[config.mk]
export PLATFORM = sky130hd
export DESIGN_NAME = probe_reply_frame_receiver
export DESIGN_NICKNAME = d
export VERILOG_FILES = /design/src/rtl/prfr_pkg.sv /design/src/rtl/probe_reply_frame_receiver.sv /design/src/rtl/prfr_in_stage.sv /design/src/rtl/prfr_frame_core.sv
export SDC_FILE = /design/constraint.sdc
export NUM_CORES = 1
export LEC_CHECK = 0
export BUFFER_PORTS_ARGS = -buffer_cell sky130_fd_sc_hd__buf_2
export CAP_MARGIN = 25
export CORE_ASPECT_RATIO = 1.75
export CORE_MARGIN = 3
export CORE_UTILIZATION = 55
export DETAILED_ROUTE_END_ITERATION = 6
export GPL_TIMING_DRIVEN = 0
export HOLD_SLACK_MARGIN = 0.15
export PLACE_DENSITY_LB_ADDON = 0.3
export SLEW_MARGIN = 20
export SYNTH_ARGS = -nofsm -noshare
export SYNTH_HDL_FRONTEND = slang
export SYNTH_SLANG_ARGS = --single-unit
[constraint.sdc]
create_clock -name i_clk -period 10.41 [get_ports i_clk]
set_input_delay 1.5615 -clock i_clk [delete_from_list [all_inputs] [get_ports i_clk]]
set_output_delay 1.5615 -clock i_clk [all_outputs]
set_load 0.02 [all_outputs]
[src/rtl/prfr_pkg.sv]
// Package for the probe reply frame receiver.
// Holds the item and result types, frame constants and the CRC-16 byte update.
// No dependencies.
`default_nettype none

package prfr_pkg;

    localparam int unsigned FRAME_LEN = 28;
    localparam int unsigned CRC_SPAN  = 26;
    localparam int unsigned HDR_LEN   = 6;

    localparam logic [15:0] CRC_POLY = 16'hA001;
    localparam logic [15:0] CRC_INIT = 16'hFFFF;

    localparam logic [9:0]  TIMEOUT_RESET = 10'd150;

    // Little-endian field offsets within the reply
    localparam logic [4:0] OFS_CURRENT = 5'd6;
    localparam logic [4:0] OFS_ENERGY  = 5'd10;
    localparam logic [4:0] OFS_COUNT   = 5'd14;
    localparam logic [4:0] OFS_MINIMUM = 5'd18;
    localparam logic [4:0] OFS_AVERAGE = 5'd22;

    typedef enum logic [1:0] {
        FUNC_START = 2'd0,
        FUNC_BYTE  = 2'd1,
        FUNC_TICK  = 2'd2
    } t_func;

    typedef enum logic [1:0] {
        ST_OK      = 2'd0,
        ST_BAD_CRC = 2'd1,
        ST_SHORT   = 2'd2,
        ST_NONE    = 2'd3
    } t_status;

    typedef struct packed {
        logic [1:0] func;
        logic [7:0] byte_value;
    } t_item;

    typedef struct packed {
        t_status     status;
        logic [4:0]  bytes_seen;
        logic [31:0] current_bits;
        logic [31:0] energy_bits;
        logic [31:0] minimum_bits;
        logic [31:0] average_bits;
        logic [15:0] sample_count;
    } t_result;

    // Expected header byte at positions 0 to 5
    function automatic logic [7:0] hdr_byte(input logic [2:0] pos);
        logic [7:0] v;
        case (pos)
            3'd0:    v = 8'hAB;
            3'd1:    v = 8'h20;
            3'd2:    v = 8'h60;
            3'd3:    v = 8'h00;
            3'd4:    v = 8'h14;
            3'd5:    v = 8'h00;
            default: v = 8'h00;
        endcase
        return v;
    endfunction

    // Reflected CRC-16 update over one byte, LSB first
    function automatic logic [15:0] crc_byte(input logic [15:0] c, input logic [7:0] b);
        logic [15:0] x;
        x = c ^ {8'h00, b};
        for (int k = 0; k < 8; k++) begin
            x = x[0] ? ((x >> 1) ^ CRC_POLY) : (x >> 1);
        end
        return x;
    endfunction

endpackage

`default_nettype wire

[src/rtl/probe_reply_frame_receiver.sv]
// Probe reply frame receiver: one word per cycle while the output is not stalled. An
// accepted word passes the input register, then the frame core into the result register.
// Throughput is one word per cycle unless the output stalls; the CRC-16 byte update is combinational.
// A word that closes a frame yields one result word; others yield none.
// Synchronous active-low reset closes any window and sets timeout to 150 ticks.
// Uses prfr_pkg, prfr_in_stage and prfr_frame_core.
`default_nettype none

module probe_reply_frame_receiver (
    input  wire         i_clk,
    input  wire         i_rst_n,
    input  wire         i_cfg_valid,
    output logic        o_cfg_ready,
    input  wire  [9:0]  i_cfg_data,
    input  wire         i_in_valid,
    output logic        o_in_ready,
    input  wire  [1:0]  i_func,
    input  wire  [7:0]  i_byte_value,
    output logic        o_out_valid,
    input  wire         i_out_ready,
    output logic [1:0]  o_status,
    output logic [4:0]  o_bytes_seen,
    output logic [31:0] o_current_bits,
    output logic [31:0] o_energy_bits,
    output logic [31:0] o_minimum_bits,
    output logic [31:0] o_average_bits,
    output logic [15:0] o_sample_count
);

    logic [9:0]        r_timeout;
    logic              r_out_valid;
    prfr_pkg::t_result r_out;

    prfr_pkg::t_item   in_item;
    prfr_pkg::t_item   st_item;
    logic              st_valid;
    logic              take;
    logic              res_valid;
    prfr_pkg::t_result res;

    assign in_item.func       = i_func;
    assign in_item.byte_value = i_byte_value;

    // Advance the staged word when the result register is free or draining
    assign take = st_valid && (!r_out_valid || i_out_ready);

    assign o_cfg_ready = 1'b1;

    always_ff @(posedge i_clk) begin
        if (!i_rst_n) begin
            r_timeout <= prfr_pkg::TIMEOUT_RESET;
        end else if (i_cfg_valid) begin
            r_timeout <= i_cfg_data;
        end
    end

    prfr_in_stage u_in_stage (
        .i_clk   (i_clk),
        .i_rst_n (i_rst_n),
        .i_valid (i_in_valid),
        .o_ready (o_in_ready),
        .i_item  (in_item),
        .i_take  (take),
        .o_valid (st_valid),
        .o_item  (st_item)
    );

    prfr_frame_core u_core (
        .i_clk       (i_clk),
        .i_rst_n     (i_rst_n),
        .i_go        (take),
        .i_item      (st_item),
        .i_timeout   (r_timeout),
        .o_res_valid (res_valid),
        .o_res       (res)
    );

    always_ff @(posedge i_clk) begin
        if (!i_rst_n) begin
            r_out_valid <= 1'b0;
        end else if (res_valid) begin
            r_out_valid <= 1'b1;
        end else if (i_out_ready) begin
            r_out_valid <= 1'b0;
        end
    end

    always_ff @(posedge i_clk) begin
        if (res_valid) begin
            r_out <= res;
        end
    end

    assign o_out_valid    = r_out_valid;
    assign o_status       = r_out.status;
    assign o_bytes_seen   = r_out.bytes_seen;
    assign o_current_bits = r_out.current_bits;
    assign o_energy_bits  = r_out.energy_bits;
    assign o_minimum_bits = r_out.minimum_bits;
    assign o_average_bits = r_out.average_bits;
    assign o_sample_count = r_out.sample_count;

endmodule

`default_nettype wire

[src/rtl/prfr_in_stage.sv]
// Input register of the probe reply frame receiver.
// Holds one accepted word until the frame core takes it. Uses prfr_pkg.
`default_nettype none

module prfr_in_stage (
    input  wire                 i_clk,
    input  wire                 i_rst_n,
    input  wire                 i_valid,
    output logic                o_ready,
    input  wire prfr_pkg::t_item i_item,
    input  wire                 i_take,
    output logic                o_valid,
    output prfr_pkg::t_item     o_item
);

    logic            r_valid;
    prfr_pkg::t_item r_item;

    assign o_ready = !r_valid || i_take;
    assign o_valid = r_valid;
    assign o_item  = r_item;

    always_ff @(posedge i_clk) begin
        if (!i_rst_n) begin
            r_valid <= 1'b0;
        end else if (o_ready) begin
            r_valid <= i_valid;
        end
    end

    always_ff @(posedge i_clk) begin
        if (o_ready && i_valid) begin
            r_item <= i_item;
        end
    end

endmodule

`default_nettype wire

[src/rtl/prfr_frame_core.sv]
// Frame state of the probe reply frame receiver: window, tick timeout,
// header check, CRC-16 and field capture. Uses prfr_pkg.
`default_nettype none

module prfr_frame_core (
    input  wire                  i_clk,
    input  wire                  i_rst_n,
    input  wire                  i_go,
    input  wire prfr_pkg::t_item i_item,
    input  wire [9:0]            i_timeout,
    output logic                 o_res_valid,
    output prfr_pkg::t_result    o_res
);

    logic        r_open,     n_open;
    logic [4:0]  r_index,    n_index;
    logic [9:0]  r_ticks,    n_ticks;
    logic [15:0] r_crc,      n_crc;
    logic        r_hdr_good, n_hdr_good;
    logic        r_lo_good,  n_lo_good;
    logic [31:0] r_current,  n_current;
    logic [31:0] r_energy,   n_energy;
    logic [15:0] r_count,    n_count;
    logic [31:0] r_minimum,  n_minimum;
    logic [31:0] r_average,  n_average;

    logic [7:0]  b;
    logic [4:0]  pos;
    logic [4:0]  d_cur, d_en, d_cnt, d_min, d_avg;
    logic [9:0]  ticks_inc;

    assign b   = i_item.byte_value;
    assign pos = r_index;
    assign d_cur = pos - prfr_pkg::OFS_CURRENT;
    assign d_en  = pos - prfr_pkg::OFS_ENERGY;
    assign d_cnt = pos - prfr_pkg::OFS_COUNT;
    assign d_min = pos - prfr_pkg::OFS_MINIMUM;
    assign d_avg = pos - prfr_pkg::OFS_AVERAGE;
    assign ticks_inc = r_ticks + 10'd1;

    always_comb begin
        n_open     = r_open;
        n_index    = r_index;
        n_ticks    = r_ticks;
        n_crc      = r_crc;
        n_hdr_good = r_hdr_good;
        n_lo_good  = r_lo_good;
        n_current  = r_current;
        n_energy   = r_energy;
        n_count    = r_count;
        n_minimum  = r_minimum;
        n_average  = r_average;
        o_res_valid = 1'b0;
        o_res.status = prfr_pkg::ST_SHORT;

        case (i_item.func)
            prfr_pkg::FUNC_START: begin
                n_open     = 1'b1;
                n_index    = '0;
                n_ticks    = '0;
                n_crc      = prfr_pkg::CRC_INIT;
                n_hdr_good = 1'b1;
                n_lo_good  = 1'b0;
                n_current  = '0;
                n_energy   = '0;
                n_count    = '0;
                n_minimum  = '0;
                n_average  = '0;
            end
            prfr_pkg::FUNC_BYTE: begin
                if (r_open && (pos < 5'(prfr_pkg::FRAME_LEN))) begin
                    if ((pos < 5'(prfr_pkg::HDR_LEN)) && (b != prfr_pkg::hdr_byte(pos[2:0]))) begin
                        n_hdr_good = 1'b0;
                    end
                    if (pos < 5'(prfr_pkg::CRC_SPAN)) begin
                        n_crc = prfr_pkg::crc_byte(r_crc, b);
                    end
                    if (d_cur < 5'd4) n_current[{d_cur[1:0], 3'b000} +: 8] = b;
                    if (d_en  < 5'd4) n_energy [{d_en[1:0],  3'b000} +: 8] = b;
                    if (d_cnt < 5'd2) n_count  [{d_cnt[0],   3'b000} +: 8] = b;
                    if (d_min < 5'd4) n_minimum[{d_min[1:0], 3'b000} +: 8] = b;
                    if (d_avg < 5'd4) n_average[{d_avg[1:0], 3'b000} +: 8] = b;
                    if (pos == 5'(prfr_pkg::CRC_SPAN)) begin
                        n_lo_good = (b == r_crc[7:0]);
                    end
                    n_index = pos + 5'd1;
                    // Last byte closes the frame
                    if (pos == 5'(prfr_pkg::FRAME_LEN - 1)) begin
                        n_open      = 1'b0;
                        o_res_valid = 1'b1;
                        if (!r_hdr_good) begin
                            o_res.status = prfr_pkg::ST_SHORT;
                        end else if (r_lo_good && (b == r_crc[15:8])) begin
                            o_res.status = prfr_pkg::ST_OK;
                        end else begin
                            o_res.status = prfr_pkg::ST_BAD_CRC;
                        end
                    end
                end
            end
            prfr_pkg::FUNC_TICK: begin
                if (r_open) begin
                    n_ticks = ticks_inc;
                    // Wrap to zero also closes the window
                    if ((ticks_inc >= i_timeout) || (ticks_inc == 10'd0)) begin
                        n_open       = 1'b0;
                        o_res_valid  = 1'b1;
                        o_res.status = (r_index == 5'd0) ? prfr_pkg::ST_NONE
                                                         : prfr_pkg::ST_SHORT;
                    end
                end
            end
            default: begin
            end
        endcase

        o_res_valid        = o_res_valid && i_go;
        o_res.bytes_seen   = n_index;
        o_res.current_bits = n_current;
        o_res.energy_bits  = n_energy;
        o_res.minimum_bits = n_minimum;
        o_res.average_bits = n_average;
        o_res.sample_count = n_count;
    end

    always_ff @(posedge i_clk) begin
        if (!i_rst_n) begin
            r_open     <= 1'b0;
            r_index    <= '0;
            r_ticks    <= '0;
            r_crc      <= prfr_pkg::CRC_INIT;
            r_hdr_good <= 1'b1;
            r_lo_good  <= 1'b0;
            r_current  <= '0;
            r_energy   <= '0;
            r_count    <= '0;
            r_minimum  <= '0;
            r_average  <= '0;
        end else if (i_go) begin
            r_open     <= n_open;
            r_index    <= n_index;
            r_ticks    <= n_ticks;
            r_crc      <= n_crc;
            r_hdr_good <= n_hdr_good;
            r_lo_good  <= n_lo_good;
            r_current  <= n_current;
            r_energy   <= n_energy;
            r_count    <= n_count;
            r_minimum  <= n_minimum;
            r_average  <= n_average;
        end
    end

endmodule

`default_nettype wire
==> results of run 1 <==
## cell usage after synthesis (17+ instances only)
master and n:
o21ai_0 239, nand2_1 221, dfxtp_1 190, nand3_1 179, edfxtp_1 161, nor2_1 140
clkbuf_1 61, a21oi_1 46, ha_1 29, buf_2 25, o2bb2ai_1 24, a22oi_1 22
a22o_1 19, inv_1 19, o21ai_1 17
## cell type report
class,instances,area (sq um),share of cell area (%)
multi-input combinational,1101,6026,34.07
timing repair buffer,180,975.9,5.519
clock buffer,37,840.8,4.754
tap,364,455.4,2.575
clock inverter,19,196.4,1.111
sequential,351,8638,48.85
buffer,108,480.5,2.717
inverter,19,71.32,0.4033
## worst register-to-register path, stage by stage, from the launching register on
cell and delay (ns):
dfxtp_1 0.51, ha_1 0.22, clkbuf_2 0.19, nand2_1 0.11
or2_2 0.35, nor2_1 0.14, xor2_1 0.21, ha_1 0.27
nor2b_1 0.14, o21ai_0 0.17, o211a_1 0.22, nor2_1 0.05
a311oi_1 0.49, nor2_4 0.16, buf_12 0.22, buf_12 0.19
## layer usage
layer	up-vias	wire length (microns)	part of all wire, %
met3	185	3304	7.6
met4	0	2901	6.6
li1	6066	-	-
met5	-	0	0
met2	728	22040	50
met1	6165	15490	35
## path summary, 6_finish.rpt
kind | endpoint | slack (ns)
setup / recovery | o_energy_bits[2] | 6.49
hold / removal | u_core.r_average[30] | 0.46
setup reg to reg | o_energy_bits[2] | 6.49
hold reg to reg | u_core.r_average[30] | 0.46
## where the power goes
| part | internal [W] | leakage, nW | total (W) | switching [W] |
|---|---|---|---|---|
| sequential | 0.00144 | 2.93 | 0.00144 | 0.00000628 |
| combinational | 0.0000459 | 2.62 | 0.000179 | 0.000133 |
| clock | 0.000663 | 0.521 | 0.00117 | 0.000507 |
| total | 0.00215 | 6.07 | 0.00279 | 0.000646 |
## sequential cells by signal, summed over array words and instances, names as in the netlist
signal,flops
o_average_bits,32
o_bytes_seen,5
o_current_bits,32
o_energy_bits,32
o_minimum_bits,32
o_out_valid,1
o_sample_count,16
o_status,2
r_timeout,10
u_core.pos,5
u_core.r_average,32
u_core.r_count,16
u_core.r_crc,16
u_core.r_current,32
u_core.r_energy,32
u_core.r_hdr_good,1
u_core.r_lo_good,1
u_core.r_minimum,32
u_core.r_open,1
u_core.r_ticks,10
u_in_stage.o_item,10
u_in_stage.o_valid,1
## stage by stage
stage          instances  power [W]  cell area (sq um)
5_1_grt             2179   0.002866              17680
3_3_place_gp        2118   0.001643              16540
3_5_place_dp        2123   0.001647              16650
2_1_floorplan       1579   0.001583              15210
4_1_cts             2179   0.002796              17680
6_report            2179   0.002792              17680
## cells in the final DEF, fill, tap and decap left out, types with 15 or more instances in the layout
master,n
inv_1,20
a22o_1,19
xnor2_1,15
edfxtp_1,161
nand3_1,179
a21oi_1,46
o2bb2ai_1,24
nor2_1,139
a22oi_1,22
clkbuf_16,32
ha_1,29
clkbuf_1,63
o21ai_0,239
xor2_1,15
dfxtp_1,190
o21ai_1,17
buf_2,200
nand2_1,221
## kinds of logic (layout without fill, tap and decap cells)
group                    count (synthesis)  in the layout
AND/OR/NAND/NOR                        626            626
AO/OA/AOI/OAI                          401            401
flip-flops                             351            351
buffers and inverters                  127            363
XOR/XNOR                                36             36
adder cells (fa/ha/maj)                 29             29
multiplexers                             8              8
other                                    1              1
==> out/metrics.yaml, run 1 <==
num_vias: 13140
rr_worst_depth: 15
worst_pin_slew_ns: 0.9811
crit_chain: "ha_1 -> clkbuf_2 -> nand2_1 -> or2_2 -> nor2_1 -> xor2_1 -> ha_1 -> nor2b_1 -> o21ai_0 -> o211a_1 -> nor2_1 -> a311oi_1 -> nor2_4 -> buf_12 -> buf_12"
synth_top_area_share_pct: 31.79
clk_pin_slew_ns: 0.08
syn-cell-area_sq_um: 15210
drt-initial-drc-count: 1566
critical_path_arrival_ns: 4.23
synth_xor_area_share_pct: 2.501
drt.antenna.violating_nets: 0
synthSimpleGateAreaFrac_pct: 18.81
cts_root_buf: "clkbuf_16"
io_buffers: 175
synth-edff-count: 161
ys_types: 63
synthMuxAreaShare_pct: 0.5265
synth-compound-area-share_pct: 15.33
n_fill_cell: 2231
design.die.area_sq_um: 29760
grt-busiest-layer: "met2"
p_leak_nw: 6.069
rsz0062_at_grt: "no"
grt_max_degree: 33
drv_cap: 0
wire_per_inst_microns: 20.07
gr-usage-met1_pct: 32.10
nNetsFinal: 1845
hold_path_class: "register to register"
setup_violations: 0
cp.buffers_inverters: 3
viasPerCell: 6.032
fin_crit_sh_pct: 37.62
clockBufferDepth: 3
drc: 0
antenna_found_initial: 0
worst_hold_slack_ns: 0.4568
gr-usage-met2_pct: 50.23
finalHoldViolCount: 0
yosys-top-cells-area: "edfxtp_1, dfxtp_1, o21ai_0"
first_pass_iters: 7
wirelength_microns: 43740
drive_above_1_share_pct: 15.92
worstPathRequired_ns: 10.72
cpLargestDelayFamily: "simple AND/OR/NAND/NOR gates"
power_density_nw_per_um2: 157.9
timing.final.ws_setup_ns: 6.494
synth_top_family_by_area: "simple AND/OR/NAND/NOR gates"
grt_util_all_layers_pct: 28.22
fin_util_pct: 65.78
min_from: "u_core.r_average[30]"
gr-total-overflow: 0
syn_nets: 1633
yosysTopAreaCell: "edfxtp_1"
finalSetupTns_ns: 0
cts_setup_buffers: 0
diodes: 0
initial_core_util_pct: 56.57
startpoint_type: "register"
cts_inserted_buffers: 30
clkLatencyLatePin_ns: 0.57
peakVddDrop_v: 0.0001452
row_count: 79
area_growth_syn_to_layout_pct: 16.28
path_class: "register to register"
synth_top_flop_cell: "dfxtp_1"
outcome: "complete, no violations"
relSlewSlack_pct: 34.59
cts_resized: 0
first_global_vias: 12470
gp_congestion: 0.9870
placeableCoreArea_sq_um: 26890
die_y_microns: 226.0
finClkSkew_ns: 0.01802
grt_pass1_wl_microns: 66700
num_io_pins: 179
yosys_register_bits: 351
use_met3_pct: 3.321
synthCells: 1579
ys_seq_area_share_pct: 56.80
hpwl_microns: 31340
critPathCaptureType: "register"
crit_start: "u_core.r_ticks[0]"
reg2reg_from: "u_core.r_ticks[0]"
fmaxAchievable_mhz: 255.4
clock-sinks: 351
finalMaxSlewViolations: 0
max_stage_delay_ns: 0.51
syn_area_per_cell_sq_um: 9.632
async_flop_share_pct: 0
crit_path_max_fanout: 32
cts_tree: "yes"
worst-path-stages: 15
ctsHoldBuffers: 0
ys_warn_count: 0
holdPathStages: 2
place_ws_ns: 6.295
fin_crit_ns: 3.916
slowest_stage: "dfxtp_1"
synth_adder_area_share_pct: 2.386
htreeDepth: 1
die_x_microns: 131.7
(Power assumes the default switching activity.)
==> run 2: changes to the inputs <==
CORE_UTILIZATION = 53   (was 55)
clock period = 3.55 ns   (was 10.41 ns; I/O delays follow)
==> run 2 against run 1 <==
  * The run now ends with design-rule violations left
  * Clock power grew to 2.9 times the previous value
  * Final cell count is 1.1% higher
  * Critical path depth stayed put
  * Register-to-register slack worse by 6.3 ns
  * Die area is 3.6% higher
  * Non-clock buffer count is 13 higher
  * Combinational power grew to 3.0 times the previous value
  * Critical path type unchanged
  * Critical endpoint is now o_average_bits[0]
  * Highest routed layer unchanged
==> out/metrics.yaml, run 2 (synthesis gave the netlist of run 1 again) <==
outcome: "finished with violations"
violations: "design-rule violations"
cts_inserted_buffers: 30  # unchanged
p_leak_nw: 6.166  # +1.6%
switching_share_pct: 23.16  # +0.024 points
wire_per_inst_microns: 20.04  # -0.17%
layout_commonest_cell: "o21ai_0"
path_class: "register to register"
num_io_pins: 179  # unchanged
antenna_found_initial: 0  # unchanged
comb_power_share_pct: 6.5  # about the same
drive_above_1_share_pct: 16.68  # +0.75 points
multiInputGateArea_sq_um: 6127  # +1.7%
peakVddDrop_v: 0.0003962  # +170%
design.die.area_sq_um: 30840  # +3.6%
gp_congestion: 0.9603  # -2.7%
n_fill_cell: 2300  # +3.1%
nNetsFinal: 1859  # +0.76%
critPathCaptureType: "register"
finClkSkew_ns: 0.01881  # +0.0007917 ns
crit_chain: "ha_4 -> clkbuf_8 -> nand2_4 -> or2_4 -> nor2_2 -> xor2_1 -> ha_1 -> nor2b_1 -> o21ai_1 -> o211a_1 -> nor2_2 -> a311oi_4 -> nor2_4 -> buf_16 -> buf_16"
layout_common_cells: "o21ai_0, nand2_1, buf_2"
worst_pin_slew_ns: 0.9547  # -0.02644 ns
first_pass_iters: 7  # unchanged
fmaxAchievable_mhz: 296.2  # +16%
max_stage_delay_ns: 0.42  # -0.09 ns
relSlewSlack_pct: 36.35  # +1.8 points
dp.cells: 2132  # +0.42%
pwr-share-seq_pct: 51.5  # -0.2 points
hold_path_class: "input pin to register"
cp.buffers_inverters: 3  # unchanged
crit_path_max_fanout: 32  # unchanged
io_buffers: 175  # unchanged
hpwl_microns: 31700  # +1.1%
power.switching_w: 0.001903  # +190%
regArea_sq_um: 8647  # +0.10%
die_x_microns: 134.1  # +1.8%
drv_cap: 0  # unchanged
num_vias: 13120  # -0.21%
finalHoldViolCount: 0  # unchanged
fin_crit_ns: 3.376  # -0.5397 ns
wirelength_microns: 44130  # +0.89%
clock-sinks: 351  # unchanged
drc: 1  # +1
slowest_stage: "dfxtp_4"
grt_util_all_layers_pct: 28.05  # -0.17 points
clkLatencyLatePin_ns: 0.57  # about the same
fin_crit_sh_pct: 95.11  # +57 points
area_growth_syn_to_layout_pct: 18.04
finalMaxSlewViolations: 0  # unchanged
setup_violations: 0  # unchanged
clockBufferDepth: 3  # unchanged
placeableCoreArea_sq_um: 28070  # +4.4%
viasPerCell: 5.957  # -1.2%
final_cells: 2202  # +1.1%
worstPathRequired_ns: 3.86  # -6.86 ns
cpLargestDelayFamily: "compound AO/OA/AOI/OAI gates"
cts_tree: "yes"
gr-total-overflow: 0  # unchanged
power.total_w: 0.008216  # +190%
cts_root_buf: "clkbuf_16"
p_int_w: 0.006313  # +190%
htreeDepth: 1  # unchanged
drt-initial-drc-count: 1543  # -1.5%
clk_pin_slew_ns: 0.07  # about the same
critical_path_arrival_ns: 3.69  # -0.54 ns
drt.antenna.violating_nets: 0  # unchanged
initial_core_util_pct: 54.17  # -2.4 points
grt_max_degree: 33  # unchanged
pwr-share-clk_pct: 42.0  # about the same
first_global_vias: 12790  # +2.6%
power_density_nw_per_um2: 457.7  # +190%
startpoint_type: "register"
grt_pass1_wl_microns: 68490  # +2.7%
diodes: 0  # unchanged
die_y_microns: 230.1  # +1.8%
row_count: 81  # +2.5%
## run 2: cell count changes in the layout (fill, tap and decap cells not counted), moves of 3 or more
cell,delta
buf_4,+3
clkinv_4,-4
buf_16,+3
nor2_2,+3
buf_12,-3
clkinv_2,+4
dfxtp_1,-3
clkinvlp_4,+4
dlygate4sd3_1,+10
## run 2: path summary, 6_finish.rpt
check,from,endpoint,slack (ns),cells after the start
hold / removal,i_cfg_data[2],r_timeout[2],0.18,3
hold reg to reg,u_core.r_average[11],u_core.r_average[11],0.45,2
setup reg to reg,u_core.r_ticks[0],o_average_bits[0],0.17,15
setup / recovery,u_core.r_ticks[0],o_average_bits[0],0.17,15
## run 2: final cells by class
cell class / count / share of cell area, %
buffer: 108 / 2.725
clock buffer: 34 / 4.384
clock inverter: 22 / 1.352
inverter: 19 / 0.3973
multi-input combinational: 1102 / 34.13
sequential: 351 / 48.17
tap: 373 / 2.600
timing repair buffer: 193 / 6.245
## run 2: through the flow
step,TNS [ns],util (%),setup WS (ns),hold slack (ns),area [sq um]
2_1_floorplan,-179.93,-,-1.192,0.4247,15290
3_3_place_gp,-331.79,59.23,-2.210,0.4332,16630
3_5_place_dp,-15.20,59.64,-0.2170,0.4412,16740
4_1_cts,0,63.81,0.08572,0.1651,17910
5_1_grt,-3.658,63.95,-0.06313,0.1991,17950
6_report,0,63.95,0.1737,0.1751,17950
## run 2: tightest hold or removal path, delay by kind of cell
kind / cells / cell delay [ns]
compound gates: 1 / 0.06
buf+inv: 1 / 0.07
simple gates: 1 / 0.04
## run 2: per-layer routing
layer / global-route usage, % / share of wire (%) / wire length (microns) / vias to the layer above
met1: 31.57 / 35 / 15610 / 6127
met2: 48.72 / 50 / 21910 / 687
li1: - / - / - / 6095
met5: 0 / 0 / 0 / -
met4: 19.30 / 7.7 / 3382 / 0
met3: 3.919 / 7.3 / 3230 / 208
## run 2: timing repair
| action | in CTS | in global routing |
|---|---|---|
| buffers inserted | 3 | 0 |
| hold buffers | 10 | 0 |
| setup endpoints to repair | 134 | 138 |
| resized for setup | 1 | 8 |
| pin swaps | 1 | 2 |
| gates cloned | 1 | 0 |
| endpoints found under the hold margin | 10 | 0 |
## run 2: power by group through the flow
| stage | registers (W) | logic (W) | clock network, W |
|---|---|---|---|
| after floorplan | 0.00432 | 0.000326 | 0 |
| after global placement | 0.00432 | 0.000501 | 0 |
| after detailed placement | 0.00432 | 0.000506 | 0 |
| after CTS | 0.00423 | 0.000518 | 0.00347 |
| after global routing | 0.00423 | 0.000565 | 0.00364 |
| final | 0.00423 | 0.000535 | 0.00345 |
==> run 3: changes to the inputs <==
CORE_UTILIZATION = 55   (was 53)
clock period = 3.7 ns   (was 3.55 ns; I/O delays follow)
==> run 3 against run 2 <==
  * Highest routed layer unchanged
  * Worst hold slack worse by 0.013 ns
  * Register-to-register slack improved by 0.06 ns
  * Sequential share of layout area up 0.20 points
  * Power is 5.4% lower
  * Sequential power shrank 4%
  * Combinational power is 4.1% lower
  * The run now ends clean
==> out/metrics.yaml, run 3 (synthesis gave the netlist of run 1 again) <==
design.die.area_sq_um: 29760  # -3.5%
placeableCoreArea_sq_um: 26890  # -4.2%
relSlewSlack_pct: 33.98  # -2.4 points
rsz0062_at_grt: "no"
first_global_vias: 12730  # -0.42%
drt-initial-drc-count: 1418  # -8.1%
cts_inserted_buffers: 30  # unchanged
finalMaxSlewViolations: 0  # unchanged
clockBufferDepth: 3  # unchanged
antenna_found_initial: 0  # unchanged
wirelength_microns: 44580  # +1.0%
final_area_sq_um: 17880  # -0.41%
die_x_microns: 131.7  # -1.8%
critPathCaptureType: "register"
dp.cells: 2124  # -0.38%
finalHoldViolCount: 0  # unchanged
power_density_nw_per_um2: 434.6  # -5.0%
hold_path_class: "input pin to register"
wire_per_inst_microns: 20.35  # +1.5%
num_vias: 13200  # +0.63%
n_fill_cell: 2192  # -4.7%
finClkSkew_ns: 0.01920  # +0.0003902 ns
cts_tree: "yes"
r2r_slack_ns: 0.23  # +0.06 ns
critical_path_arrival_ns: 3.74  # +0.05 ns
startpoint_type: "register"
grt_pass1_wl_microns: 68100  # -0.56%
grt_max_degree: 33  # unchanged
final_cells: 2191  # -0.50%
first_pass_iters: 6  # -1
hpwl_microns: 31930  # +0.72%
clock-sinks: 351  # unchanged
gp_congestion: 0.9768  # +1.7%
drv_cap: 0  # unchanged
io_buffers: 175  # unchanged
outcome: "complete, no violations"
layout_common_cells: "o21ai_0, nand2_1, buf_2"
cts_root_buf: "clkbuf_16"
clk_pin_slew_ns: 0.08  # about the same
initial_core_util_pct: 56.57  # +2.4 points
worst_pin_slew_ns: 0.9902  # +0.03553 ns
fmaxAchievable_mhz: 288.5  # -2.6%
grt_util_all_layers_pct: 28.82  # +0.77 points
drc: 0  # -1
worstPathRequired_ns: 3.98  # +0.12 ns
drive_above_1_share_pct: 16.97  # +0.29 points
area_growth_syn_to_layout_pct: 17.56
clkLatencyLatePin_ns: 0.58  # about the same
p_leak_nw: 6.150  # -0.26%
path_class: "register to register"
fin_crit_sh_pct: 93.69  # -1.4 points
nNetsFinal: 1857  # -0.11%
diodes: 0  # unchanged
gr-total-overflow: 0  # unchanged
die_y_microns: 226.0  # -1.8%
viasPerCell: 6.025  # +1.1%
num_io_pins: 179  # unchanged
fin_util_pct: 66.50  # +2.5 points
setup_violations: 0  # unchanged
row_count: 79  # -2.5%
peakVddDrop_v: 0.0004133  # +4.3%
fin_crit_ns: 3.466  # +0.09011 ns
drt.antenna.violating_nets: 0  # unchanged
layout_commonest_cell: "o21ai_0"
crit_path_max_fanout: 24  # -25%
dpl-instance-area_sq_um: 16740  # about the same
htreeDepth: 1  # unchanged
-- run 3: cell types whose count changed in the layout (fill, tap and decap cells not counted), moves of 3 or more --
cell / delta
clkbuf_16: +3
clkbuf_1: -3
clkinv_4: +3
bufinv_16: -4
dlygate4sd3_1: -4
-- run 3: metal layers --
metal,share of wire [%],vias up,GRT usage [%]
li1,-,6088,-
met1,36,6244,32.73
met2,51,685,52.13
met3,7.0,183,3.299
met4,6.3,0,17.23
met5,0,-,0
-- run 3: repair_timing --
action                     in CTS  in global routing
hold buffers                    6                  0
setup endpoints to repair      18                104
cloned                          0                  1
resized for setup               0                  5
pin swaps                       1                  2
buffers inserted                0                  5
hold endpoints to repair        6                  0
-- run 3: layout make-up --
type,instances,area [sq um],area share (%)
plain buffers,108,489.2,2.736
inverters,19,71.32,0.3989
clock inverters,22,166.4,0.9308
multi-input cells,1101,6103,34.14
clock buffers,34,839.6,4.696
flip-flops and latches,351,8647,48.37
well taps,364,455.4,2.547
repair buffers,192,1106,6.187
-- run 3: report_power, final --
group          total (W)  leakage (nW)  switching (W)  internal (W)
Combinational   0.000513          2.73       0.000379      0.000134
Clock            0.00320         0.484        0.00148       0.00172
Sequential       0.00406          2.93      0.0000177       0.00404
-- run 3: critical path: stages (launching register included) --
cell and delay [ns]:
dfxtp_4 0.42, ha_4 0.14, clkbuf_8 0.14, nand2_4 0.05
or2_4 0.24, nor2_2 0.10, xor2_1 0.09, ha_1 0.30
nand4_1 0.14, nor2_1 0.11, o21ai_1 0.07, o211a_1 0.26
nor2_1 0.14, a311oi_2 0.08, nor2_4 0.22, buf_12 0.23
buf_12 0.21, buf_16 0.17
-- run 3: path summary, 6_finish.rpt --
| path | from | cells after the start | endpoint |
|---|---|---|---|
| max | u_core.r_ticks[0] | 17 | o_minimum_bits[3] |
| min | i_byte_value[7] | 1 | u_in_stage.o_item[7] |
| max reg2reg | u_core.r_ticks[0] | 17 | o_minimum_bits[3] |
| min reg2reg | u_core.r_energy[1] | 2 | u_core.r_energy[1] |
-- run 3: metrics by stage --
step / setup WS [ns] / hold slack, ns / power, W / TNS [ns]
2_1_floorplan: -1.042 / 0.4247 / 0.004454 / -157.28
3_3_place_gp: -2.055 / 0.4330 / 0.004626 / -307.68
3_5_place_dp: 0.01711 / 0.4418 / 0.004636 / 0
4_1_cts: 0.01010 / 0.1512 / 0.007780 / 0
5_1_grt: 0.02462 / 0.1643 / 0.007962 / 0
6_report: 0.2336 / 0.1620 / 0.007770 / 0
